### src/sv/rsd_pkg.sv
// rsd_pkg: shared types and constants for the run-length screen decoder
// no dependencies; imported by the top level, rsd_front, rsd_back and the bench

package rsd_pkg;

    localparam int UNIT_BYTES   = 4;
    localparam int FRAME_W      = 25;
    localparam int CFG_INDEX_W  = 2;

    localparam logic [FRAME_W-1:0] FRAME_UNITS_RESET = 25'd38400;

    // configuration register indexes
    localparam logic [CFG_INDEX_W-1:0] REG_UNIT_MODE   = 2'd0;
    localparam logic [CFG_INDEX_W-1:0] REG_FRAME_UNITS = 2'd1;

    // result status codes
    localparam logic [1:0] ST_OK       = 2'd0;
    localparam logic [1:0] ST_OPEN     = 2'd1;
    localparam logic [1:0] ST_OVERFLOW = 2'd2;

    // unit record from the parser to the frame accounting stage
    typedef struct packed {
        logic [31:0] value;
        logic [7:0]  want;
        logic        last;
        logic        end_open;
    } rsd_unit_t;

    // result as delivered on the output ports
    typedef struct packed {
        logic [31:0] unit_value;
        logic [7:0]  repeat_count;
        logic        frame_end;
        logic [1:0]  status;
    } rsd_result_t;

endpackage

### src/sv/rle_screen_decoder.sv
// rle_screen_decoder: top level of the run-length screen decoder
// depends on rsd_pkg, rsd_fifo, rsd_front and rsd_back
//
// Usage:
//  - input is a queue: a compressed byte (data_byte, last) is taken on an edge
//    with push high and full low; last marks the final byte of the frame
//  - output is a queue: while empty is low the oldest result sits on
//    unit_value, repeat_count, frame_end and status; pop high takes it
//  - config: cfg_index 0 = unit_mode, 1 = frame_units; cfg_ready is always
//    high; write only while the decoder is idle
//  - one byte per cycle sustained while full is low; the parser handles one
//    beat per cycle and the frame accounting stage one per cycle while the
//    result queue is not full; the two are joined by a unit queue
//  - when pop stalls, the result queue fills, then the unit queue, then full
//    rises; nothing is dropped
//  - reset empties both queues, returns the parser to header state, clears
//    the frame unit count, unit_mode = 0, frame_units = 38400

module rle_screen_decoder
    import rsd_pkg::*;
#(
    parameter int UNIT_Q_DEPTH   = 4,
    parameter int RESULT_Q_DEPTH = 4
) (
    input  logic                   clk,
    input  logic                   rst_n,
    input  logic                   push,
    output logic                   full,
    input  logic [7:0]             data_byte,
    input  logic                   last,
    output logic                   empty,
    input  logic                   pop,
    output logic [31:0]            unit_value,
    output logic [7:0]             repeat_count,
    output logic                   frame_end,
    output logic [1:0]             status,
    input  logic                   cfg_valid,
    output logic                   cfg_ready,
    input  logic [CFG_INDEX_W-1:0] cfg_index,
    input  logic [FRAME_W-1:0]     cfg_data
);

    localparam int UNIT_W   = $bits(rsd_unit_t);
    localparam int RESULT_W = $bits(rsd_result_t);

    logic               unit_mode_reg;
    logic [FRAME_W-1:0] frame_units_reg;
    logic               accept;
    logic               rec_push;
    rsd_unit_t          rec_in;
    rsd_unit_t          rec_out;
    logic [UNIT_W-1:0]  rec_out_bits;
    logic               unit_q_empty;
    logic               rec_pop;
    logic               res_full;
    logic               res_push;
    rsd_result_t        res_in;
    rsd_result_t        res_out;
    logic [RESULT_W-1:0] res_out_bits;

    assign cfg_ready = 1'b1;
    assign accept    = push && !full;

    always_ff @(posedge clk or negedge rst_n)
    begin
        if (!rst_n)
        begin
            unit_mode_reg   <= 1'b0;
            frame_units_reg <= FRAME_UNITS_RESET;
        end
        else if (cfg_valid && cfg_ready)
        begin
            if (cfg_index == REG_UNIT_MODE)
            begin
                unit_mode_reg <= cfg_data[0];
            end
            else if (cfg_index == REG_FRAME_UNITS)
            begin
                frame_units_reg <= cfg_data;
            end
        end
    end

    rsd_front u_front (
        .clk       (clk),
        .rst_n     (rst_n),
        .accept    (accept),
        .data_byte (data_byte),
        .last      (last),
        .unit_mode (unit_mode_reg),
        .rec_push  (rec_push),
        .rec       (rec_in)
    );

    rsd_fifo #(
        .WIDTH (UNIT_W),
        .DEPTH (UNIT_Q_DEPTH)
    ) u_unit_q (
        .clk   (clk),
        .rst_n (rst_n),
        .push  (rec_push),
        .wdata (rec_in),
        .full  (full),
        .pop   (rec_pop),
        .rdata (rec_out_bits),
        .empty (unit_q_empty)
    );

    assign rec_out = rec_out_bits;

    rsd_back u_back (
        .clk         (clk),
        .rst_n       (rst_n),
        .rec_valid   (!unit_q_empty),
        .rec         (rec_out),
        .rec_pop     (rec_pop),
        .frame_units (frame_units_reg),
        .res_full    (res_full),
        .res_push    (res_push),
        .res         (res_in)
    );

    rsd_fifo #(
        .WIDTH (RESULT_W),
        .DEPTH (RESULT_Q_DEPTH)
    ) u_result_q (
        .clk   (clk),
        .rst_n (rst_n),
        .push  (res_push),
        .wdata (res_in),
        .full  (res_full),
        .pop   (pop),
        .rdata (res_out_bits),
        .empty (empty)
    );

    assign res_out      = res_out_bits;
    assign unit_value   = res_out.unit_value;
    assign repeat_count = res_out.repeat_count;
    assign frame_end    = res_out.frame_end;
    assign status       = res_out.status;

    // an open-block status only comes with the end of a frame
    a_open_at_end: assert property (@(posedge clk) disable iff (!rst_n)
        (!empty && status == ST_OPEN) |-> frame_end)
        else $error("open-block status without frame end");

    // a clean result with no unit is only the status beat of a frame end
    a_zero_count_ok: assert property (@(posedge clk) disable iff (!rst_n)
        (!empty && status == ST_OK && !frame_end) |-> (repeat_count != 8'd0))
        else $error("ok result with zero repeat count mid frame");

    // repeat count never exceeds the longest repeat block
    a_count_range: assert property (@(posedge clk) disable iff (!rst_n)
        !empty |-> (repeat_count <= 8'd128))
        else $error("repeat count out of range");

    // results leave the back stage only when the result queue has room
    a_res_room: assert property (@(posedge clk) disable iff (!rst_n)
        res_push |-> !res_full)
        else $error("result pushed into a full queue");

endmodule

### src/sv/rsd_fifo.sv
// rsd_fifo: small first-word-fall-through queue on a register array
// no package dependency; used for the unit queue and the result queue

module rsd_fifo #(
    parameter int WIDTH = 8,
    parameter int DEPTH = 4
) (
    input  logic             clk,
    input  logic             rst_n,
    input  logic             push,
    input  logic [WIDTH-1:0] wdata,
    output logic             full,
    input  logic             pop,
    output logic [WIDTH-1:0] rdata,
    output logic             empty
);

    localparam int AW = (DEPTH > 1) ? $clog2(DEPTH) : 1;
    localparam int CW = $clog2(DEPTH + 1);

    logic [WIDTH-1:0] mem_reg [DEPTH];
    logic [AW-1:0]    wptr_reg, wptr_next;
    logic [AW-1:0]    rptr_reg, rptr_next;
    logic [CW-1:0]    count_reg, count_next;
    logic             do_push;
    logic             do_pop;

    assign full    = (count_reg == CW'(DEPTH));
    assign empty   = (count_reg == '0);
    assign do_push = push && !full;
    assign do_pop  = pop && !empty;
    assign rdata   = mem_reg[rptr_reg];

    always_comb
    begin
        wptr_next  = wptr_reg;
        rptr_next  = rptr_reg;
        count_next = count_reg;
        if (do_push)
        begin
            wptr_next = (wptr_reg == AW'(DEPTH - 1)) ? '0 : wptr_reg + 1'b1;
        end
        if (do_pop)
        begin
            rptr_next = (rptr_reg == AW'(DEPTH - 1)) ? '0 : rptr_reg + 1'b1;
        end
        if (do_push && !do_pop)
        begin
            count_next = count_reg + 1'b1;
        end
        else if (do_pop && !do_push)
        begin
            count_next = count_reg - 1'b1;
        end
    end

    always_ff @(posedge clk or negedge rst_n)
    begin
        if (!rst_n)
        begin
            wptr_reg  <= '0;
            rptr_reg  <= '0;
            count_reg <= '0;
        end
        else
        begin
            wptr_reg  <= wptr_next;
            rptr_reg  <= rptr_next;
            count_reg <= count_next;
        end
    end

    always_ff @(posedge clk)
    begin
        if (do_push)
        begin
            mem_reg[wptr_reg] <= wdata;
        end
    end

endmodule

### src/sv/rsd_front.sv
// rsd_front: byte parser; tracks block headers and assembles units
// depends on rsd_pkg; feeds unit records to the unit queue

module rsd_front
    import rsd_pkg::*;
(
    input  logic      clk,
    input  logic      rst_n,
    input  logic      accept,
    input  logic [7:0] data_byte,
    input  logic      last,
    input  logic      unit_mode,
    output logic      rec_push,
    output rsd_unit_t rec
);

    typedef enum logic [2:0] {
        PH_HEADER   = 3'b001,
        PH_REPEAT   = 3'b010,
        PH_VERBATIM = 3'b100
    } phase_t;

    phase_t      phase_reg, phase_next;
    logic [7:0]  units_left_reg, units_left_next;
    logic [1:0]  byte_idx_reg, byte_idx_next;
    logic [23:0] partial_reg, partial_next;
    logic        done;
    logic [31:0] value;
    logic [7:0]  want;
    logic        in_block;
    logic        end_open;

    assign in_block = (phase_reg == PH_REPEAT) || (phase_reg == PH_VERBATIM);

    always_comb
    begin
        phase_next      = phase_reg;
        units_left_next = units_left_reg;
        byte_idx_next   = byte_idx_reg;
        partial_next    = partial_reg;
        done            = 1'b0;
        value           = '0;
        want            = '0;
        end_open        = 1'b0;
        if (accept)
        begin
            if (!in_block)
            begin
                // low half opens a repeat block, high half a verbatim block
                if (data_byte[7])
                begin
                    units_left_next = ~data_byte + 8'd2;
                    phase_next      = PH_VERBATIM;
                end
                else
                begin
                    units_left_next = data_byte + 8'd1;
                    phase_next      = PH_REPEAT;
                end
                byte_idx_next = '0;
                partial_next  = '0;
            end
            else
            begin
                if (!unit_mode)
                begin
                    value = {24'd0, data_byte};
                    done  = 1'b1;
                end
                else if (byte_idx_reg != 2'(UNIT_BYTES - 1))
                begin
                    case (byte_idx_reg)
                        2'd0:    partial_next[7:0]   = data_byte;
                        2'd1:    partial_next[15:8]  = data_byte;
                        default: partial_next[23:16] = data_byte;
                    endcase
                    byte_idx_next = byte_idx_reg + 2'd1;
                end
                else
                begin
                    value = {data_byte, partial_reg};
                    done  = 1'b1;
                end
                if (done)
                begin
                    if (phase_reg == PH_REPEAT)
                    begin
                        want            = units_left_reg;
                        units_left_next = '0;
                    end
                    else
                    begin
                        want            = 8'd1;
                        units_left_next = (units_left_reg != '0) ? units_left_reg - 8'd1 : '0;
                    end
                    if (units_left_next == '0)
                    begin
                        phase_next = PH_HEADER;
                    end
                    byte_idx_next = '0;
                    partial_next  = '0;
                end
            end
            end_open = last && ((phase_next != PH_HEADER) || (byte_idx_next != '0));
            if (last)
            begin
                phase_next      = PH_HEADER;
                units_left_next = '0;
                byte_idx_next   = '0;
                partial_next    = '0;
            end
        end
    end

    assign rec_push     = accept && (done || last);
    assign rec.value    = value;
    assign rec.want     = want;
    assign rec.last     = last;
    assign rec.end_open = end_open;

    always_ff @(posedge clk or negedge rst_n)
    begin
        if (!rst_n)
        begin
            phase_reg      <= PH_HEADER;
            units_left_reg <= '0;
            byte_idx_reg   <= '0;
            partial_reg    <= '0;
        end
        else
        begin
            phase_reg      <= phase_next;
            units_left_reg <= units_left_next;
            byte_idx_reg   <= byte_idx_next;
            partial_reg    <= partial_next;
        end
    end

endmodule

### src/sv/rsd_back.sv
// rsd_back: frame accounting; clips repeat counts to the room left in the frame
// depends on rsd_pkg; takes unit records, pushes results to the result queue

module rsd_back
    import rsd_pkg::*;
(
    input  logic               clk,
    input  logic               rst_n,
    input  logic               rec_valid,
    input  rsd_unit_t          rec,
    output logic               rec_pop,
    input  logic [FRAME_W-1:0] frame_units,
    input  logic               res_full,
    output logic               res_push,
    output rsd_result_t        res
);

    logic [FRAME_W-1:0] written_reg, written_next;
    logic [FRAME_W:0]   sum;
    logic [FRAME_W-1:0] diff;
    logic               fits;
    logic               room_left;
    logic [7:0]         give;

    assign rec_pop  = rec_valid && !res_full;
    assign res_push = rec_pop;

    // sum and remaining room are formed side by side, not in series
    assign sum       = {1'b0, written_reg} + {{(FRAME_W - 7){1'b0}}, rec.want};
    assign diff      = frame_units - written_reg;
    assign room_left = frame_units > written_reg;
    assign fits      = (rec.want == '0) || (sum <= {1'b0, frame_units});

    always_comb
    begin
        written_next = written_reg;
        give         = rec.want;
        if (!fits)
        begin
            // room is below want here, so it fits in the count width
            give = room_left ? diff[7:0] : '0;
        end
        if (rec_pop)
        begin
            if (rec.last)
            begin
                written_next = '0;
            end
            else if (fits)
            begin
                written_next = sum[FRAME_W-1:0];
            end
            else if (room_left)
            begin
                written_next = frame_units;
            end
        end
    end

    assign res.unit_value   = rec.value;
    assign res.repeat_count = give;
    assign res.frame_end    = rec.last;
    assign res.status       = rec.end_open ? ST_OPEN : (fits ? ST_OK : ST_OVERFLOW);

    always_ff @(posedge clk or negedge rst_n)
    begin
        if (!rst_n)
        begin
            written_reg <= '0;
        end
        else
        begin
            written_reg <= written_next;
        end
    end

endmodule

### config.mk
export PLATFORM = sky130hd
export DESIGN_NAME = rle_screen_decoder
export DESIGN_NICKNAME = d
export VERILOG_FILES = /design/src/sv/rsd_pkg.sv /design/src/sv/rle_screen_decoder.sv /design/src/sv/rsd_fifo.sv /design/src/sv/rsd_front.sv /design/src/sv/rsd_back.sv
export SDC_FILE = /design/constraint.sdc
export NUM_CORES = 1
export LEC_CHECK = 0
export ABC_AREA = 1
export BUFFER_PORTS_ARGS = -buffer_cell sky130_fd_sc_hd__buf_2
export CAP_MARGIN = 10
export CORE_ASPECT_RATIO = 1.25
export CORE_MARGIN = 10
export CORE_UTILIZATION = 67
export CTS_CLUSTER_DIAMETER = 40
export CTS_CLUSTER_SIZE = 14
export DETAILED_ROUTE_END_ITERATION = 8
export HOLD_SLACK_MARGIN = 0.03
export MAX_ROUTING_LAYER = met4
export PLACE_DENSITY = 0.92
export RECOVER_POWER = 100
export REMOVE_ABC_BUFFERS = 1
export SKIP_LAST_GASP = 1
export SLEW_MARGIN = 25
export SYNTH_ARGS = -nofsm -noshare
export SYNTH_HDL_FRONTEND = slang
export SYNTH_SLANG_ARGS = --single-unit
### constraint.sdc
create_clock -name clk -period 7.3 [get_ports clk]
set_input_delay 1.825 -clock clk [delete_from_list [all_inputs] [get_ports clk]]
set_output_delay 1.825 -clock clk [all_outputs]
set_load 0.02 [all_outputs]
==> impl_metrics.tcl <==
set metrics [dict create \
    p_total_mw 10.4 \
    cts_made_buffers 42 \
    startpoint_type "flop" \
    antenna_left 0 \
    rsz0062_at_grt "false" \
    async_flop_share 0.231 \
    synth-seq-cells 442 \
    rr_endpoint "u_result_q.mem_reg[2][6]" \
    synth_top_area_frac 0.494 \
    syn_avg_cell_area_sq_um 10.7 \
    insertion_delay_ns 0.58 \
    drv_slew 488 \
    antenna_found_initial 0 \
    maxSlewHeadroom -0.906 \
    die_h_um 216 \
    period_share 0.848 \
    syn2layout_area_growth_pct 9.01 \
    synth_flop_cell "edfxtp_1" \
    drive_above_1_share 0.0728 \
    cp_max_fo 59 \
    yosysTopAreaCell "edfxtp_1" \
    min_path_cells 2 \
    synthCells 1937 \
    hold_start "u_front.partial_reg[23]" \
    largest_reg_flops 172 \
    worst_pin_slew_ns 2.86 \
    grt_pass1_wl_mm 81.6 \
    cts_resized 0 \
    vias_per_cell 6.30 \
    portBuffers 85 \
    p_per_area_mw_per_mm2 463 \
    violations "capacitance limit, slew limit" \
    finalHoldViolations 0 \
    setup_tns_ns 0 \
    avgRoutedWirePerCell_um 21.3 \
    setup_ws_ns 1.11 \
    dp_slack_ns 1.88 \
    ioPinCount 87 \
    grt_max_degree 95 \
    placementRows 71 \
    ys_warn_count 0 \
    dieArea_sq_mm 0.0383 \
    synthTopCellsByCount "edfxtp_1, nand2_1, nor2_1" \
    dr.first_iter.drc_count 1647 \
    fillerInstances 1894 \
    dieWidth_um 177 \
    post-dp-hpwl_mm 31.7 \
    post_cts_buffers 0 \
    max-cap-violations 11 \
    nNetsFinal 2120 \
    fin_util 0.743 \
    cp_data_arrival_time_ns 4.37 \
    grt_pass1_vias 15286 \
    core_area_sq_mm 0.0303 \
    p_leak_nw 9.00 \
    finClkSkew_ns 0.0418 \
    hp-class "flop to flop" \
    synth_enable_flop_cells 340 \
    hold_buffers 0 \
    status "finished, violations left" \
    ys_seq_area_frac 0.618 \
    grtUsageTotal 0.276 \
    r2r_setup_slack_ns 1.18 \
    cts_tree "built" \
    dr_total_vias 15344 \
    drc 0 \
    criticalPathCategory "flop to output port" \
    clockRootBuffer "clkbuf_16" \
    start_util 0.682 \
    setup_viol 0 \
    synth_cell_types 58 \
    routed_wirelength_mm 51.8 \
    layout_min_cycle_time_ns 6.19 \
    clk_pin_slew_worst_paths_ns 0.07 \
    vdd_drop_max_mv 0.289 \
    yosysMostFrequentCell "edfxtp_1" \
    clk_path_buf_depth 3 \
    overflow 0 \
    ctsHtreeMaxLevel 2 \
    timing.rr.start "u_unit_q.rptr_reg[0]" \
    fmaxAchievable_ghz 0.161 \
    reg2reg_depth 24 \
    required_ns 5.48 \
    synth_area_sq_mm 0.0207 \
    netlist_top_cells_area "edfxtp_1, dfrtp_1, o21ai_0" \
    setup.worst_path.end_class "output port" \
    hold_end "u_front.partial_reg[23]" \
    routabilityCongestion 0.936 \
    clock-sinks 442 \
    antenna_cells 0 \
    dr.pass1.iters 7 \
]
==> per-stage QoR <==
step / std cells / area [sq um] / hold slack [ns]
after floorplan: 1854 / 20300 / 0.445
after global placement: 2357 / 21400 / 0.461
after detailed placement: 2357 / 21400 / 0.467
after CTS: 2435 / 22700 / 0.482
after global routing: 2435 / 22500 / 0.519
final: 2435 / 22500 / 0.481
==> cell type report <==
cell class	instances	area [sq um]	area share
Timing Repair Buffer	102	452	0.0201
Inverter	167	643	0.0286
Sequential cell	442	12800	0.567
Multi-Input combinational cell	1245	6780	0.301
Clock inverter	11	185	0.00822
Tap cell	401	502	0.0223
Clock buffer	67	1190	0.0527
==> logic make-up after synthesis <==
logic type               after synthesis  share of synthesized area
AO/OA/AOI/OAI                        420                      0.111
XOR/XNOR                              34                     0.0144
adder cells (fa/ha/maj)               79                     0.0493
buffers and inverters                250                     0.0505
flip-flops                           442                      0.618
multiplexers                           2                    0.00109
other                                  1                   0.000182
AND/OR/NAND/NOR                      709                      0.155
==> worst max-delay path, stage by stage, from the launching register on <==
cell and delay [ns]:
dfrtp_1 0.51, inv_1 1.36, clkbuf_1 1.00, o21ai_0 0.27, o22ai_1 0.38, clkbuf_1 0.28
==> how the worst max path moves through the flow <==
stage | startpoint | slack, ns | depth (start not counted) | endpoint
after floorplan | u_unit_q.rptr_reg[0] | 1.50 | 24 | u_result_q.mem_reg[0][5]
after global placement | u_unit_q.rptr_reg[0] | 2.16 | 25 | u_result_q.mem_reg[0][7]
after detailed placement | u_unit_q.rptr_reg[0] | 1.88 | 24 | u_result_q.mem_reg[1][5]
after CTS | u_unit_q.rptr_reg[0] | 1.70 | 24 | u_result_q.mem_reg[2][6]
after global routing | u_unit_q.rptr_reg[0] | 0.62 | 25 | u_result_q.mem_reg[0][7]
final | u_result_q.rptr_reg[0] | 1.11 | 5 | unit_value[1]
==> per-layer routing <==
layer / wire [um] / global-route usage
met1: 18300 / 0.326
met2: 26800 / 0.468
met3: 4770 / 0.0384
met4: 1910 / 0.112
met5: 0 / -
==> report_power, final <==
part | internal (mW) | leakage [nW] | total [mW] | switching, mW
clock network | 1.24 | 0.659 | 2.17 | 0.929
logic | 1.07 | 3.86 | 4.15 | 3.08
registers | 3.80 | 4.48 | 4.12 | 0.317
total | 6.11 | 9.00 | 10.4 | 4.32
==> cell usage in the layout (no fill, tap or decap), drive strengths merged, types with 14 or more instances in the layout <==
cell type / synthesis / final
a21oi: 76 / 76
buf: 25 / 44
clkbuf: 58 / 125
dfrtp: 97 / 97
edfxtp: 340 / 340
ha: 75 / 75
inv: 163 / 166
nand2: 299 / 299
nand3: 98 / 98
nand4: 14 / 14
nor2: 244 / 244
nor3: 26 / 26
nor3b: 17 / 17
o21ai: 232 / 232
o22ai: 79 / 79
xor2: 28 / 28
No activity file was read; power rests on OpenSTA's default activity.
